$ cat config.mk
export PLATFORM = sky130hd
export DESIGN_NAME = rcs_divider
export DESIGN_NICKNAME = d
export VERILOG_FILES = /design/src/sv/rcs_divider.sv
export SDC_FILE = /design/constraint.sdc
export NUM_CORES = 2
export LEC_CHECK = 0
export BUFFER_PORTS_ARGS = -buffer_cell sky130_fd_sc_hd__buf_2
export CORE_UTILIZATION = 50
export DETAILED_ROUTE_END_ITERATION = 8
export PLACE_DENSITY = 0.65
export SYNTH_ARGS = -nofsm -noshare
export SYNTH_HDL_FRONTEND = slang
export SYNTH_SLANG_ARGS = --single-unit
$ cat constraint.sdc
create_clock -name clk -period 73.8 [get_ports clk]
set_input_delay 14.76 -clock clk [delete_from_list [all_inputs] [get_ports clk]]
set_output_delay 14.76 -clock clk [all_outputs]
set_load 0.02 [all_outputs]
$ cat src/sv/rcs_divider.sv
// pipelined restoring divider, one quotient bit per stage
`timescale 1ns / 1ps
module rcs_divider #(
  parameter int NUM_W = 27,
  parameter int DEN_W = 24,
  parameter int SIDE_W = 8
) (
  input  logic              clk,
  input  logic              rst_n,
  input  logic              in_valid,
  input  logic              stall,
  input  logic [NUM_W-1:0]  in_num,
  input  logic [DEN_W-1:0]  in_den,
  input  logic [SIDE_W-1:0] in_side,
  output logic              out_valid,
  output logic [NUM_W-1:0]  out_quot,
  output logic [SIDE_W-1:0] out_side
);
  localparam int REM_W = DEN_W + 1;

  logic [NUM_W-1:0]  num_r  [NUM_W+1];
  logic [DEN_W-1:0]  den_r  [NUM_W+1];
  logic [REM_W-1:0]  rem_r  [NUM_W+1];
  logic [SIDE_W-1:0] side_r [NUM_W+1];
  logic              vld_r  [NUM_W+1];

  always_comb begin
    num_r[0]  = in_num;
    den_r[0]  = in_den;
    rem_r[0]  = '0;
    side_r[0] = in_side;
    vld_r[0]  = in_valid;
  end

  for (genvar s = 0; s < NUM_W; s++) begin : g_stage
    logic [REM_W:0]    trial;
    logic [REM_W:0]    diff;
    logic [NUM_W-1:0]  num_nxt;
    logic [REM_W-1:0]  rem_nxt;
    logic [NUM_W-1:0]  num_q;
    logic [DEN_W-1:0]  den_q;
    logic [REM_W-1:0]  rem_q;
    logic [SIDE_W-1:0] side_q;
    logic              vld_q;
    assign trial = {rem_r[s], num_r[s][NUM_W-1-s]};
    assign diff  = trial - {2'b00, den_r[s]};
    // quotient bit replaces the numerator bit just consumed
    always_comb begin
      num_nxt = num_r[s];
      num_nxt[NUM_W-1-s] = !diff[REM_W];
      rem_nxt = diff[REM_W] ? trial[REM_W-1:0] : diff[REM_W-1:0];
    end
    always_ff @(posedge clk) begin
      if (!rst_n) begin
        vld_q <= 1'b0;
      end else if (!stall) begin
        vld_q <= vld_r[s];
      end
      if (!stall) begin
        den_q  <= den_r[s];
        side_q <= side_r[s];
        num_q  <= num_nxt;
        rem_q  <= rem_nxt;
      end
    end
    always_comb begin
      num_r[s+1]  = num_q;
      den_r[s+1]  = den_q;
      rem_r[s+1]  = rem_q;
      side_r[s+1] = side_q;
      vld_r[s+1]  = vld_q;
    end
  end

  assign out_valid = vld_r[NUM_W];
  assign out_quot  = num_r[NUM_W];
  assign out_side  = side_r[NUM_W];
endmodule

==> results.sh <==
export IMPL_ys_top_cells_by_area="edfxtp_1, ha_1, mux2_2, inv_1, a21oi_1"
export IMPL_clockPowerShare_pct=21.8
export IMPL_grt_usage_pct=18.79
export IMPL_synth_mux_area_share_pct=4.827
export IMPL_fin_crit_ns=19.35
export IMPL_core_region_area_um2=214800
export IMPL_fin_hold_ws_ns=0.3705
export IMPL_worstHoldPathCells=0
export IMPL_synth_xor_area_share_pct=3.973
export IMPL_hpwlAfterDp_mm=148.0
export IMPL_required_ns=74.28
export IMPL_tightest_slew_ns=1.215
export IMPL_fill_cells=17430
export IMPL_postCtsSetupBuffers=0
export IMPL_synth_cell_type_count=93
export IMPL_clockRootBuffer="clkbuf_16"
export IMPL_port_buffers=98
export IMPL_synth_most_common_cell="edfxtp_1"
export IMPL_fin_cells=11522
export IMPL_startpoint_type="input pin"
export IMPL_ioPinCount=99
export IMPL_avgRoutedWirePerCell_um=17.90
export IMPL_slew_headroom_pct=17.94
export IMPL_grt_remaining_overflow=0
export IMPL_critPathLaunch="stall"
export IMPL_vias=63535
export IMPL_cts_buffers=235
export IMPL_multi_input_area_um2=37460
export IMPL_power_per_cell_area_nw_per_um2=44.64
export IMPL_netlist_area_leader_share_pct=61.53
export IMPL_skew_ns=0.05108
export IMPL_synth_top_cell_by_area="edfxtp_1"
export IMPL_combPwrFrac_pct=41.7
export IMPL_rows=170
export IMPL_wl_mm=206.3
export IMPL_rsz0062_at_grt="no"
export IMPL_cts_resized_gates=0
export IMPL_wl_met1_mm=91.63
export IMPL_wl_met3_mm=7.810
export IMPL_drc=0
export IMPL_p_sw_share_pct=34.72
export IMPL_cts_hold_buffers_added=0
export IMPL_slew_violations=0
export IMPL_synth_cells=8228
export IMPL_endpoint_kind="flop"
export IMPL_p_sw_mw=1.859
export IMPL_grt_pass1_wl_mm=331.4
export IMPL_dieHeight_um=467.4
export IMPL_outcome="finished clean"
export IMPL_grt_max_degree=185
export IMPL_setup_tns_ns=0
export IMPL_seqCellArea_um2=67170
export IMPL_worstHoldPathType="flop to flop"
export IMPL_arrival_ns=19.83
export IMPL_r2r_start="g_stage[20].den_q[1]"
export IMPL_synth_edf_count=2219
export IMPL_hold_viol=0
export IMPL_synthesis_area_um2=108300
export IMPL_worst_r2r_cell_count=12
export IMPL_critPathMaxFanout=175
export IMPL_ys_ff_latch=2246
export IMPL_synthFlopType="edfxtp_1"
export IMPL_drt_initial_drc_count=4205
export IMPL_path_clk_slew_ns=0.06
export IMPL_timing_rr_end="g_stage[21].rem_q[21]"
export IMPL_drive_above_1_share_pct=11.37
export IMPL_leakage_nw=46.92
export IMPL_dr_pass1_iters=5
export IMPL_synth_compound_area_share_pct=11.04
export IMPL_internal_power_mw=3.496
export IMPL_htree_levels=4
export IMPL_clk_latency_ns=0.88
export IMPL_fmax_mhz=51.69
export IMPL_area_growth_pct=10.78
export IMPL_dieArea_um2=218500
export IMPL_yosys_top_cells_count="edfxtp_1, inv_1, ha_1"
export IMPL_synth_warning_count=0
export IMPL_placed_cells=11082
export IMPL_maxCapViolations=0
export IMPL_ant_nets=0
export IMPL_ir_drop_v=0.00002772
export IMPL_grt_pass1_vias=62862
export IMPL_nets=9194
export IMPL_crit_type="input pin to flop"
export IMPL_finalCritPeriodShare_pct=26.21
export IMPL_synth_simple_area_share_pct=7.006
export IMPL_routed_top_layer="met4"
export IMPL_met2_length_mm=101.3
export IMPL_place_congestion=0.9040
export IMPL_cts_tree="yes"
export IMPL_synth_seq_area_share_pct=62.03
export IMPL_cts_max_path_buffers=3
export IMPL_avgSynthCellArea_um2=13.16
export IMPL_synth_adder_area_share_pct=7.683
export IMPL_via_per_inst=5.514
export IMPL_setup_viol=0
export IMPL_power_frac_seq_pct=36.5
export IMPL_synth_top_family_by_area="compound AO/OA/AOI/OAI gates"
export IMPL_rrSetupSlack_ns=69.06
export IMPL_async_flop_share_pct=0
export IMPL_power_total_mw=5.356
export IMPL_fin_util_pct=55.85
export IMPL_clock_sinks=2246
export IMPL_die_w_um=467.4
export IMPL_initial_utilization_pct=50.41
export IMPL_min_to="g_stage[20].num_q[8]"
export IMPL_worstHoldStart="g_stage[19].num_q[8]"
export IMPL_antenna_found_initial=1
worst max path at each step:
stage / to / depth (start not counted)
2_1_floorplan: g_stage[0].den_q[0] / 3
3_3_place_gp: g_stage[11].num_q[17] / 7
3_5_place_dp: g_stage[11].den_q[2] / 7
4_1_cts: g_stage[11].rem_q[9] / 7
5_1_grt: g_stage[11].rem_q[9] / 7
6_report: g_stage[11].den_q[7] / 7
through the flow:
| step | cell area, um2 | setup WS, ns |
|---|---|---|
| CTS | 120000 | 54.46 |
| detailed placement | 112200 | 53.51 |
| global route | 120000 | 54.05 |
| finish | 120000 | 54.45 |
| floorplan | 108300 | 13.27 |
| global placement | 112200 | 53.68 |
worst max-delay path: stages:
cell and delay, ns:
buf_2 0.37, inv_8 0.59, buf_4 0.62, buf_12 0.62, buf_4 0.82, buf_12 0.69
buf_4 0.84
state kept, by name (all words and copies together) (netlist names):
register and cells:
g_stage.vld_q 26, out_side 8, g_stage.den_q 624, out_quot 27, out_valid 1, g_stage.num_q 702, g_stage.rem_q 650, g_stage.side_q 208
cells in the final DEF, fill, tap and decap left out, types with 46 or more instances in the layout:
cell type,Yosys,layout
edfxtp_1,2219,2219
buf_4,4,46
inv_1,821,820
nor2_1,380,380
nor2b_1,154,154
mux2i_1,82,82
clkinv_2,0,47
a21o_1,207,207
ha_1,625,625
nand4_1,60,60
o211ai_1,50,50
a21oi_1,539,539
nor3_1,111,111
clkbuf_16,0,235
nand2b_1,89,89
mux2_2,377,377
o21ai_0,417,417
and3_1,56,56
xor2_1,173,172
a31oi_1,59,59
clkbuf_1,88,47
nand2_1,406,406
clkinv_1,7,46
nand3_1,122,122
a211oi_1,74,74
buf_2,43,98
o21a_1,101,101
xnor2_1,296,293
power by group through the flow:
| stage | Sequential (mW) | Combinational, mW | Clock [mW] |
|---|---|---|---|
| after floorplan | 2.02 | 1.76 | 0 |
| after global placement | 1.98 | 2.16 | 0 |
| after detailed placement | 1.98 | 2.20 | 0 |
| after CTS | 1.96 | 2.23 | 1.21 |
| after global routing | 1.98 | 2.47 | 1.25 |
| final | 1.95 | 2.23 | 1.17 |
routing by layer:
metal / vias up / GRT usage (%)
met3: 329 / 2.735
met1: 30861 / 24.53
met2: 1149 / 32.28
li1: 31196 / -
met4: 0 / 5.747
met5: - / 0
cells by family (layout without fill, tap and decap cells):
| family | count (synthesis) | after routing |
|---|---|---|
| flip-flops | 2246 | 2246 |
| AO/OA/AOI/OAI | 1855 | 1855 |
| AND/OR/NAND/NOR | 1553 | 1553 |
| buffers and inverters | 972 | 1414 |
| adder cells (fa/ha/maj) | 650 | 650 |
| XOR/XNOR | 481 | 481 |
| multiplexers | 470 | 470 |
| other | 1 | 15 |
cell type report:
class	instances	area share, %
antenna	3	0.006257
clock buffer	282	5.048
clock inverter	155	1.408
inverter	829	2.600
multi-input combinational	5021	31.23
sequential	2246	55.99
tap	2838	2.960
timing repair buffer	148	0.7634
Power figures use the tool's default switching activity.
